==> src/rtl/core/irc_pkg.sv <==
`default_nettype none
package irc_pkg;

    localparam int DEV_W   = 16;
    localparam int INO_W   = 12;
    localparam int RIDX_W  = 6;
    localparam int CNT_W   = 8;
    localparam int ST_W    = 3;
    localparam int SEC_W   = 17;
    localparam int OFF_W   = 9;
    localparam int IMAP_W  = 8;
    localparam int SMAP_W  = 16;
    localparam int CFG_W   = 16;

    localparam logic OP_ACQUIRE = 1'b0;
    localparam logic OP_RELEASE = 1'b1;

    localparam logic CFG_IMAP = 1'b0;
    localparam logic CFG_SMAP = 1'b1;

    localparam logic [ST_W-1:0] ST_HIT    = 3'd0;
    localparam logic [ST_W-1:0] ST_MISS   = 3'd1;
    localparam logic [ST_W-1:0] ST_NULL   = 3'd2;
    localparam logic [ST_W-1:0] ST_FULL   = 3'd3;
    localparam logic [ST_W-1:0] ST_REL    = 3'd4;
    localparam logic [ST_W-1:0] ST_RELERR = 3'd5;

    localparam logic [CNT_W-1:0] CNT_MAX = 8'hFF;

    // search transaction walking along the slot chain
    typedef struct packed {
        logic              valid;
        logic              op;
        logic [DEV_W-1:0]  device;
        logic [INO_W-1:0]  inode;
        logic [RIDX_W-1:0] rel_idx;
        logic              hit;
        logic [CNT_W-1:0]  cnt;
        logic              free;
    } t_tok;

    // write broadcast to one slot
    typedef struct packed {
        logic              we;
        logic              set_key;
        logic [CNT_W-1:0]  cnt;
        logic [DEV_W-1:0]  device;
        logic [INO_W-1:0]  inode;
    } t_upd;

endpackage
`default_nettype wire

==> src/rtl/core/irc_cell.sv <==
`default_nettype none
module irc_cell #(
    parameter int IW  = 6,
    parameter int IDX = 0
) (
    input  wire                  i_clk,
    input  wire                  i_rst_n,
    input  wire irc_pkg::t_tok   i_tok,
    input  wire  [IW-1:0]        i_hit_slot,
    input  wire  [IW-1:0]        i_free_slot,
    output irc_pkg::t_tok        o_tok,
    output logic [IW-1:0]        o_hit_slot,
    output logic [IW-1:0]        o_free_slot,
    input  wire irc_pkg::t_upd   i_upd,
    input  wire  [IW-1:0]        i_upd_slot
);

    logic [irc_pkg::CNT_W-1:0] r_count;
    logic [irc_pkg::DEV_W-1:0] r_device;
    logic [irc_pkg::INO_W-1:0] r_inode;

    irc_pkg::t_tok   n_tok;
    logic [IW-1:0]   n_hit_slot;
    logic [IW-1:0]   n_free_slot;
    logic            live;
    logic            key_match;
    logic            rel_sel;

    assign live      = r_count != '0;
    assign key_match = live && (i_tok.op == irc_pkg::OP_ACQUIRE)
                       && (r_device == i_tok.device) && (r_inode == i_tok.inode);
    assign rel_sel   = live && (i_tok.op == irc_pkg::OP_RELEASE)
                       && (int'(i_tok.rel_idx) == IDX);

    always_comb begin
        n_tok       = i_tok;
        n_hit_slot  = i_hit_slot;
        n_free_slot = i_free_slot;
        if (!i_tok.hit && (key_match || rel_sel)) begin
            n_tok.hit  = 1'b1;
            n_tok.cnt  = r_count;
            n_hit_slot = IW'(IDX);
        end
        if (!i_tok.free && !live) begin
            n_tok.free  = 1'b1;
            n_free_slot = IW'(IDX);
        end
    end

    always_ff @(posedge i_clk) begin
        if (!i_rst_n) begin
            o_tok.valid <= 1'b0;
            r_count     <= '0;
        end else begin
            o_tok.valid <= n_tok.valid;
            if (i_upd.we && (i_upd_slot == IW'(IDX))) begin
                r_count <= i_upd.cnt;
            end
        end
        o_tok.op      <= n_tok.op;
        o_tok.device  <= n_tok.device;
        o_tok.inode   <= n_tok.inode;
        o_tok.rel_idx <= n_tok.rel_idx;
        o_tok.hit     <= n_tok.hit;
        o_tok.cnt     <= n_tok.cnt;
        o_tok.free    <= n_tok.free;
        o_hit_slot    <= n_hit_slot;
        o_free_slot   <= n_free_slot;
        if (i_upd.we && i_upd.set_key && (i_upd_slot == IW'(IDX))) begin
            r_device <= i_upd.device;
            r_inode  <= i_upd.inode;
        end
    end

endmodule
`default_nettype wire

==> config.mk <==
export PLATFORM = sky130hd
export DESIGN_NAME = irc_cell
export DESIGN_NICKNAME = d
export VERILOG_FILES = /design/src/rtl/core/irc_pkg.sv /design/src/rtl/core/irc_cell.sv
export SDC_FILE = /design/constraint.sdc
export NUM_CORES = 1
export LEC_CHECK = 0
export BUFFER_PORTS_ARGS = -buffer_cell sky130_fd_sc_hd__buf_2
export CAP_MARGIN = 20
export CORE_UTILIZATION = 48
export DETAILED_ROUTE_END_ITERATION = 12
export GPL_TIMING_DRIVEN = 1
export PLACE_DENSITY = 0.87
export SYNTH_ARGS = -nofsm -noshare
export SYNTH_HDL_FRONTEND = slang
export SYNTH_SLANG_ARGS = --single-unit
==> constraint.sdc <==
create_clock -name i_clk -period 3.4 [get_ports i_clk]
set_input_delay 0.34 -clock i_clk [delete_from_list [all_inputs] [get_ports i_clk]]
set_output_delay 0.34 -clock i_clk [all_outputs]
set_load 0.005 [all_outputs]
After elaboration in Yosys (flattened, before gate mapping)
Cells that the tools add are included.
{ "op_classes": {"addsub": 0, "multipliers": 0, "div": 0, "n_lt_le_gt_ge": 0, "eq_ne": 2, "shift": 0, "n_mux": 1, "bitwise": 1, "reduce_logical": 17} }
{ "op_table": {"columns": ["op", "n"], "rows": [
  ["16-bit equality test", 1],
  ["12-bit equality test", 1],
  ["6-bit logical NOT", 2],
  ["1-bit logical AND", 10],
  ["8-bit 2-to-1 mux", 1],
  ["8-bit nonzero test", 1],
  ["1-bit logical NOT", 3],
  ["1-bit logical OR", 1],
  ["1-bit inverter", 1]
]} }
{ "word_totals": {"reg_bits": 94, "latch_bits": 0, "ram_bits": 0, "mem_bits_ro": 0, "in_bits": 104, "out_inout_bits": 58, "wordCells": 34, "mem_count": 0} }

Longest topological paths before layout
Gate-level depths: netlist (run 1).
{ "logic_depth": {"depth_word": 7, "depth_mapped": 6, "ltp_nobuf": 5} }

Least setup slack after synthesis (run 1)
No wires, ideal clock.
{ "synth_timing": {"path_type": "input to register", "start": "input i_upd_slot[2]", "end": "register r_device[0] (netlist name) (enable)", "setup_time_ns": 0.388, "arrival_time_ns": 1.469, "setup_slack_ns": 1.543, "stages": 2, "cell_sequence": "nor4b_1 > and3_1"} }
{ "synth_between": {"elab_chain_len": 2} }
{ "synth_rtl": {"columns": ["item", "line", "text"], "rows": [
  ["from (decl)", "irc_cell.sv:15", "input wire [IW-1:0] i_upd_slot"],
  ["6-bit logical NOT", "irc_cell.sv:69", "if (i_upd.we && i_upd.set_key && (i_upd_slot == IW'(IDX))) begin"],
  ["1-bit logical AND", "irc_cell.sv:69", null],
  ["to (signal assigned)", "irc_cell.sv:70", "r_device <= i_upd.device;"],
  ["to (decl)", "irc_cell.sv:19", "logic [irc_pkg::DEV_W-1:0] r_device;"]
]} }
Every way passes these cells.
A chain may end at the register's enable or synchronous reset.

==> impl_metrics.yaml, run 1 <==
yosys:
  yosysWarnings: 0
  ys_seq_area_share_pct: 67.45
  netlist_area_sq_um: 3206
  synth_top_family_by_area: "simple AND/OR/NAND/NOR gates"
  synth_nets: 342
  muxShareOfSynthArea_pct: 2.498
  synth_compound_area_share_pct: 7.611
  synth-seq-cells: 94
  synth_cells: 238
  synth_area_per_cell_sq_um: 13.47
  synthSimpleGateAreaFrac_pct: 13.93
  ys_types: 30
  synthXorXnorAreaFrac_pct: 7.650
  synth-adder-area-share_pct: 0
timing:
  skew_ps: 6.818
  setup_viol: 0
  fmax_ghz: 0.4903
  final.period_utilization_pct: 59.99
  rsz0062_at_grt: "no"
  finalCriticalPeriod_ps: 2040
  tns_ps: 0
  slew_viol_final: 0
  worstMarginPinSlew_ps: 638.5
  slew_headroom_pct: 57.10
  finalHoldViolations: 0
power_and_ir_drop:
  clkPwrFrac_pct: 31.7
  power_density_nw_per_um2: 471.2
  combinationalPowerShare_pct: 8.4
  sequentialPowerShare_pct: 59.9
  ir_worst_vdd_mv: 0.2952
  power.internal_uw: 1546
  leakage_uw: 0.001938
  p_sw_uw: 456.9
  p_sw_share_pct: 22.81
  p_total_uw: 2003
global_route:
  track_usage_pct: 20.26
  grt_pass1_vias: 2494
  grt_pass1_wl_um: 10970
  antenna_found_initial: 0
  grt_max_degree: 29
  overflow: 0
clocking:
  cts.sinks: 94
  cts_tree: "done"
  cts_resized: 0
  cts_hold_buf: 0
  cts_setup_buffers: 0
  cts_buffers: 9
  clkSlewWorstSetupHoldPaths_ps: 90
  htree_levels: 3
  cts-root-buf: "clkbuf_8"
  clock_path_buffers: 2
  clock_latency_ps: 350
setup_path:
  cp_top_family: "simple AND/OR/NAND/NOR gates"
  startpoint: "r_count[3]$_SDFFE_PN0P_"
  cp.required_ps: 3630
  crit_arrival_ps: 2270
  start_kind: "register"
  r2r-start: "r_count[3]$_SDFFE_PN0P_"
  path_max_fanout: 10
  max_stage_delay_ps: 630
  regToRegSetupSlack_ps: 1360
  cp_cell_sequence: "or4_1 > o21bai_4 > or2_1 > o21a_1 > nand3_2"
  r2r_end: "o_tok[8]$_DFF_P_"
  rr_worst_depth: 5
  crit_buf_inv: 0
  critPathKind: "register to register"
  critPathSlowestCell: "or4_1"
  crit_path_end_kind: "register"
status:
  outcome: "completed"
route:
  drtIter0Drc: 101
  drc: 0
  viasPerCell: 4.965
  ant_nets: 0
  routed_wirelength_um: 7008
  drt_pre_antenna_iters: 4
  vias: 2423
  wl_per_cell_um: 14.36
hold_path:
  min_to: "o_tok[13]$_DFF_P_"
  min_path_type: "primary input to register"
  holdPathStages: 1
  hold_start: "i_tok[13]"
placement:
  io_buffers: 161
  dp_hpwl_um: 5328
  placedCellCount: 472
  gp_congestion: 0.8166
floorplan:
  io-pin-count: 162
  chipHeight_um: 83.72
  start_util_pct: 50.20
  coreArea_sq_um: 6386
  dieArea_sq_um: 7009
  core.rowCount: 29
  die_x_um: 83.72
cells_and_area:
  diodes: 0
  final_cells: 488
  fin_nets: 510
  drive_above_1_share_pct: 45.99
  syn_to_final_growth_pct: 32.63
run:
  drv_cap: 0
-- sequential cells by signal, indices dropped and copies added (netlist names) --
name and count:
r_inode 12, o_hit_slot 6, o_tok 46, r_count 8
r_device 16, o_free_slot 6
-- cell usage after synthesis --
master | n | area, sq um
mux2i_1 | 8 | 80.08
buf_1 | 2 | 7.510
and3_1 | 2 | 12.51
nand4_1 | 9 | 56.30
and4_1 | 1 | 8.760
nor4b_1 | 1 | 8.760
nand3_2 | 8 | 80.08
o21bai_1 | 1 | 7.510
o21bai_4 | 1 | 18.77
nor2b_1 | 22 | 137.6
o21a_1 | 8 | 60.06
o21ai_0 | 16 | 80.08
or4_4 | 1 | 11.26
dfxtp_1 | 66 | 1321
and2_1 | 1 | 6.260
o31a_4 | 1 | 17.52
or2_1 | 1 | 6.260
a21o_1 | 2 | 15.01
buf_2 | 1 | 5.000
buf_6 | 1 | 11.26
edfxtp_1 | 28 | 840.8
nand3_1 | 1 | 5.000
nor3_1 | 2 | 10.01
or4_1 | 2 | 15.01
nor2_4 | 1 | 11.26
nor4_1 | 7 | 43.79
clkbuf_1 | 1 | 3.750
xor2_1 | 28 | 245.2
a21boi_0 | 6 | 45.04
nand2_1 | 9 | 33.78
-- cell usage in the layout (no fill, tap or decap), types with 2 or more instances in the layout --
master | Yosys | final
o21ai_0 | 16 | 16
edfxtp_1 | 28 | 28
clkbuf_8 | 0 | 9
nor2b_1 | 22 | 22
xor2_1 | 28 | 28
mux2i_1 | 8 | 8
and3_1 | 2 | 2
dfxtp_1 | 66 | 66
buf_2 | 1 | 161
nor3_1 | 2 | 2
nand2_1 | 9 | 9
clkinv_2 | 0 | 4
nand4_1 | 9 | 9
a21boi_0 | 6 | 6
or4_1 | 2 | 2
nand3_2 | 8 | 8
a21o_1 | 2 | 2
o21a_1 | 8 | 8
nor4_1 | 7 | 7
-- power groups by stage --
stage / Clock (uW) / Sequential [uW] / Combinational, uW
final: 635 / 1200 / 167
after CTS: 647 / 1200 / 169
after global routing: 689 / 1200 / 183
after global placement: 0 / 1230 / 162
after detailed placement: 0 / 1230 / 168
after floorplan: 0 / 1230 / 48.2
-- through the flow --
stage          hold slack [ps]  cell area, sq um  setup slack, ps  util, %
2_1_floorplan            367.7              3206             1543        -
3_3_place_gp             457.8              4088             1359    64.01
3_5_place_dp             461.4              4088             1335    64.01
4_1_cts                  91.39              4252             1378    66.58
5_1_grt                  88.67              4252             1287    66.58
6_report                 100.4              4252             1360    66.58
-- final cells by class --
cell class	count	area, sq um
repair buffers	162	813.3
well taps	77	96.34
flip-flops and latches	94	2162
fillers	507	2135
multi-input cells	139	1016
clock buffers	9	123.9
clock inverters	7	40.04
-- cell families after synthesis --
family / Yosys count
DFF: 94
muxes: 8
xor gates and xnor gates: 28
buffers and inverters: 5
AOI/OAI and AO/OA: 35
and+or+nand+nor: 68
-- routing by layer --
layer  GRT usage (%)  wire [um]
met1           23.08       2733
met2           34.89       3670
met3           4.352        413
met4           12.02        191
met5               0          0
-- how the worst max path moves through the flow --
stage / to / cells past startpoint / slack (ps)
floorplan: r_device[0]$_DFFE_PP_ / 2 / 1540
CTS: o_tok[8]$_DFF_P_ / 5 / 1380
detailed placement: o_hit_slot[1]$_SDFF_PP0_ / 6 / 1330
finish: o_tok[8]$_DFF_P_ / 5 / 1360
global route: o_tok[7]$_DFF_P_ / 5 / 1290
global placement: o_hit_slot[4]$_SDFF_PP0_ / 6 / 1360
Note: power is estimated with default switching activity, not from simulation.
==> run 2: changes to the inputs <==
CORE_UTILIZATION = 40   (was 48)
PLACE_DENSITY = 0.77   (was 0.87)
clock period = 1.7 ns   (was 3.4 ns; I/O delays follow)
==> impl_metrics.yaml, run 2 (synthesis results as in run 1) <==
floorplan:
  chipHeight_um: 91.52
  die_x_um: 91.52
  coreArea_sq_um: 7727
  dieArea_sq_um: 8376
  core.rowCount: 32
  start_util_pct: 41.48
  io-pin-count: 162
status:
  failed_checks: "negative setup slack"
  outcome: "finished, violations left"
hold_path:
  holdPathStages: 2
  min_path_type: "primary input to register"
  hold_start: "i_free_slot[0]"
  min_to: "o_free_slot[0]$_SDFF_PP0_"
placement:
  dp_hpwl_um: 5644
  dpl-instance-area_sq_um: 4317
  io_buffers: 161
  dp_slack_ps: -143.2
  gp_congestion: 0.8349
route:
  drc: 0
  routed_wirelength_um: 8698
  wl_per_cell_um: 14.55
  drtIter0Drc: 188
  viasPerCell: 4.602
  drt_pre_antenna_iters: 4
  ant_nets: 0
  vias: 2752
timing:
  finalHoldViolations: 0
  fmax_ghz: 0.5759
  setup_viol: 7
  setup_slack_ps: -36.30
  final.period_utilization_pct: 102.1
  worstMarginPinSlew_ps: 431.9
  slew_viol_final: 0
  slew_headroom_pct: 71.14
  rsz0062_at_grt: "yes"
  finalCriticalPeriod_ps: 1736
  skew_ps: 9.343
power_and_ir_drop:
  leakage_uw: 0.002361
  ir_worst_vdd_mv: 0.4095
  power_density_nw_per_um2: 846.8
cells_and_area:
  fillCellCount: 560
  final_area_sq_um: 5303
  largest_register_ffs: 46
  top_register: "o_tok"
  fin_nets: 595
  top_regs: "o_tok x46, r_device x16, r_inode x12"
  syn_to_final_growth_pct: 65.42
  drive_above_1_share_pct: 47.18
  diodes: 0
  final_common_cell: "buf_2"
  mostFrequentLayoutCells: "buf_2 (159), dfxtp_1 (66), dlygate4sd3_1 (63)"
global_route:
  antenna_found_initial: 0
  track_usage_pct: 20.73
  grt_max_degree: 29
  grt_pass1_wl_um: 13210
  overflow: 0
  grt_pass1_vias: 2844
setup_path:
  crit_path_end_kind: "register"
  r2r-start: "r_count[3]$_SDFFE_PN0P_"
  startpoint: "r_count[3]$_SDFFE_PN0P_"
  crit_arrival_ps: 1990
  path_max_fanout: 15
  start_kind: "register"
  regToRegSetupSlack_ps: -40
  cp.required_ps: 1950
  r2r_end: "o_tok[5]$_DFF_P_"
  rr_worst_depth: 7
  critPathKind: "register to register"
clocking:
  cts_buffers: 9
  clock_latency_ps: 360
  clock_path_buffers: 2
  cts-root-buf: "clkbuf_8"
  htree_levels: 3
  clkSlewWorstSetupHoldPaths_ps: 90
  cts_tree: "done"
  cts.sinks: 94
run:
  drv_cap: 0
-- run 2: cell types whose count changed in the layout (fill, tap and decap cells not counted), sizes merged --
cell         change
clkinv           -3
dlygate4sd3     +63
clkbuf           +1
buf             +22
bufinv           +2
-- run 2: timing repair --
action                                  4_1_cts  5_1_grt
pin swaps                                     4       31
setup buffers                                 0        1
gates resized for setup                      20       24
endpoints found under the hold margin        63        0
hold buffers                                 63        0
endpoints found under the setup margin       15       15
cloned                                        0        0
-- run 2: layout make-up --
cell class                      count  area (sq um)  share of cell area, %
Sequential cell                    94          2162                  40.77
Timing Repair Buffer              247          1650                  31.12
Multi-Input combinational cell    139          1150                  21.68
Clock buffer                       10         127.6                  2.407
Tap cell                          102         127.6                  2.407
Clock inverter                      6         85.08                  1.605
-- run 2: per-stage QoR --
stage	power, uW	TNS, ps	utilization [%]	std cells	hold WS (ps)
after floorplan	2564	0	-	238	197.7
after global placement	2793	-1243	55.86	520	287.8
after detailed placement	2807	-1761	55.86	520	289.6
after CTS	4512	0	67.47	599	11.15
after global routing	4656	-804.6	68.62	598	6.701
final	4490	-68.33	68.62	598	18.39
-- run 2: worst max-delay path by stage --
stage	depth (start not counted)	to
global route	7	o_tok[5]$_DFF_P_
detailed placement	6	o_hit_slot[1]$_SDFF_PP0_
global placement	6	o_tok[2]$_DFF_P_
floorplan	6	o_tok[1]$_DFF_P_
finish	7	o_tok[5]$_DFF_P_
CTS	7	o_tok[8]$_DFF_P_
-- run 2: routing by layer --
| layer | global-route usage [%] | routed length [um] |
|---|---|---|
| met5 | 0 | 0 |
| met4 | 10.58 | 242 |
| met3 | 3.769 | 390 |
| met2 | 37.41 | 4665 |
| met1 | 23.17 | 3400 |
-- run 2: worst max-delay path, cell delays in order, from the launching register on --
cell and delay, ps:
dfxtp_1 320, or4_4 560, o21bai_4 190, buf_4 170
nor2_4 40, buf_12 140, nand4_1 120, nand3_2 80
-- run 2: report_power, final --
group	switching, uW	internal [uW]
Sequential	20.3	2380
Combinational	192	306
Clock	763	827
Total	975	3520
==> run 3: changes to the inputs <==
ABC_AREA = 1   (was unset)
PLACE_DENSITY = 0.78   (was 0.77)
==> impl_metrics.yaml, run 3 <==
status:
  outcome: "completed"
floorplan:
  dieArea_sq_um: 7957
  start_util_pct: 41.71
  coreArea_sq_um: 7292
  io-pin-count: 162
  core.rowCount: 31
  die_x_um: 89.20
  chipHeight_um: 89.20
hold_path:
  holdPathStages: 3
  hold_start: "i_tok[1]"
  min_to: "o_tok[1]$_DFF_P_"
  min_path_type: "primary input to register"
yosys:
  netlist_area_sq_um: 3042
  synth-seq-cells: 94
  yosysWarnings: 0
  ys_types: 17
  synthTopCellsByCount: "dfxtp_1 (66), nand2_1 (64), nor2_1 (40)"
  synth_top_cell_area_share_pct: 43.44
  yosysMostFrequentCell: "dfxtp_1"
  synth_area_leaders: "dfxtp_1 (43%), edfxtp_1 (28%), nand2_1 (7.9%)"
  synth_cells: 281
  synth_edf_count: 28
  ys_seq_area_share_pct: 71.08
  synth_area_per_cell_sq_um: 10.82
  synthFlopType: "dfxtp_1"
  synth_area_leader_cell: "dfxtp_1"
  synth_nets: 385
  async_flop_share_pct: 0
route:
  wl_met1_um: 2850
  viasPerCell: 4.334
  top_layer_used: "met4"
  drc: 0
  routed-wl-met3_um: 379
  wl_per_cell_um: 12.66
  drt_pre_antenna_iters: 4
  routed_wirelength_um: 7797
  drtIter0Drc: 61
  ant_nets: 0
  vias: 2670
  wl_met2_um: 4358
power_and_ir_drop:
  power_density_nw_per_um2: 907.9
  ir_worst_vdd_mv: 0.4712
  leakage_uw: 0.002359
  p_total_uw: 4481
timing:
  skew_ps: 13.39
  slew_headroom_pct: 73.61
  worstMarginPinSlew_ps: 394.6
  slew_viol_final: 0
  fmax_ghz: 0.6091
  final.period_utilization_pct: 96.58
  tns_ps: 0
  finalHoldWorstSlack_ps: 15.07
  setup_viol: 0
  finalHoldViolations: 0
  finalCriticalPeriod_ps: 1642
placement:
  gp_congestion: 0.7371
  io_buffers: 161
  dp_hpwl_um: 5053
clocking:
  cts-root-buf: "clkbuf_8"
  cts_buffers: 9
  cts_tree: "done"
  cts.sinks: 94
  clkSlewWorstSetupHoldPaths_ps: 90
  htree_levels: 3
  clock_latency_ps: 340
  clock_path_buffers: 2
setup_path:
  critPathSlowestCell: "dlygate4sd3_1"
  r2r_end: "o_tok[8]$_DFF_P_"
  start_kind: "primary input"
  crit_path_end_kind: "register"
  max_stage_delay_ps: 540
  regToRegSetupSlack_ps: 110
  crit_arrival_ps: 1940
  cp_top_family: "buffers and inverters"
  rr_worst_depth: 12
  startpoint: "i_tok[15]"
  path_max_fanout: 10
  path_common_cell: "nand3_1"
  crit_buf_inv: 3
  cp.required_ps: 2000
  critPathKind: "primary input to register"
  cp_cell_sequence: "dlygate4sd3_1 > buf_2 > nor2_1 > nand3_1 > a211oi_4 > buf_4 > nand3_1 > nand2_1"
  r2r-start: "r_device[11]$_DFFE_PP_"
global_route:
  grt_pass1_vias: 2662
  grt_pass1_wl_um: 11240
  antenna_found_initial: 0
  overflow: 0
  track_usage_pct: 18.92
  grt_max_degree: 29
cells_and_area:
  top_register: "o_tok"
  top_regs: "o_tok x46, r_device x16, r_inode x12"
  syn_to_final_growth_pct: 62.28
  diodes: 0
  drive_above_1_share_pct: 37.33
  final_common_cell: "buf_2"
  fin_nets: 616
  fin_util_pct: 67.69
  mostFrequentLayoutCells: "buf_2 (152), dfxtp_1 (66), dlygate4sd3_1 (62)"
  largest_register_ffs: 46
  fillCellCount: 586
run:
  drv_cap: 0
## run 3: cell types whose count changed in the layout (fill, tap and decap cells not counted), moves of 8 or more
cell / change
inv_1: +30
nand3_1: +10
xnor2_1: +11
xor2_1: -27
mux2i_1: -8
o21a_1: -8
nand2_1: +52
nor2_1: +36
buf_4: -16
nand3_2: -8
nor2b_1: -22
## run 3: worst max path at each step
stage	endpoint	slack, ps	cells after the start
floorplan	r_device[0]$_DFFE_PP_	110	3
global placement	o_hit_slot[4]$_SDFF_PP0_	210	9
detailed placement	o_tok[3]$_DFF_P_	150	10
CTS	o_tok[3]$_DFF_P_	60	12
global route	o_tok[6]$_DFF_P_	-20	14
finish	o_tok[8]$_DFF_P_	60	8
## run 3: area by class of cell
cell class / count / area, sq um / area share [%]
clock buffers: 13 / 181.4 / 3.676
inverters: 32 / 120.1 / 2.433
multi-input cells: 153 / 834.6 / 16.91
repair buffers: 222 / 1466 / 29.71
well taps: 99 / 123.9 / 2.510
flip-flops and latches: 94 / 2162 / 43.80
clock inverters: 3 / 47.55 / 0.9632
## run 3: cell families (layout without fill, tap and decap cells)
| logic type | Yosys count | after routing | share of synthesized area (%) |
|---|---|---|---|
| buffers and inverters | 34 | 270 | 4.566 |
| flip-flops | 94 | 94 | 71.08 |
| AND/OR/NAND/NOR | 120 | 120 | 15.71 |
| AO/OA/AOI/OAI | 15 | 15 | 3.455 |
| XOR/XNOR | 18 | 18 | 5.183 |
## run 3: where the power goes
part	internal, uW	switching, uW
Sequential	2380	21.6
Clock	869	758
Combinational	276	174
Total	3530	953
## run 3: stage by stage
step | area, sq um | cells | setup WS, ps
final | 4936 | 616 | 58.18
after detailed placement | 4003 | 543 | 152.6
after global routing | 4936 | 616 | -19.27
after floorplan | 3049 | 281 | 113.5
after global placement | 4003 | 543 | 213.3
after CTS | 4842 | 620 | 60.57
## run 3: worst reg2reg max path, cell delays in order, from the launching register on
cell      delay (ps)
edfxtp_1         420
inv_1             90
nand2_1           60
nand2_1           90
nand2_1           80
nor2_2           100
nand2_1           70
nor2_1           120
nand2_1          100
nand2_4          150
buf_6            130
nand3_1           80
nand2_1           70
## run 3: timing repair
item                                   4_1_cts  5_1_grt
endpoints found under the hold margin       61        2
hold buffers                                61        2
setup buffers                                0        2
setup endpoints to repair                    0       11
resized for setup                            0       20
## run 3: per-layer routing
| metal | vias to the layer above | track usage [%] |
|---|---|---|
| li1 | 1340 | - |
| met3 | 19 | 3.878 |
| met4 | 0 | 9.524 |
| met2 | 99 | 36.64 |
| met5 | - | 0 |
| met1 | 1212 | 19.01 |
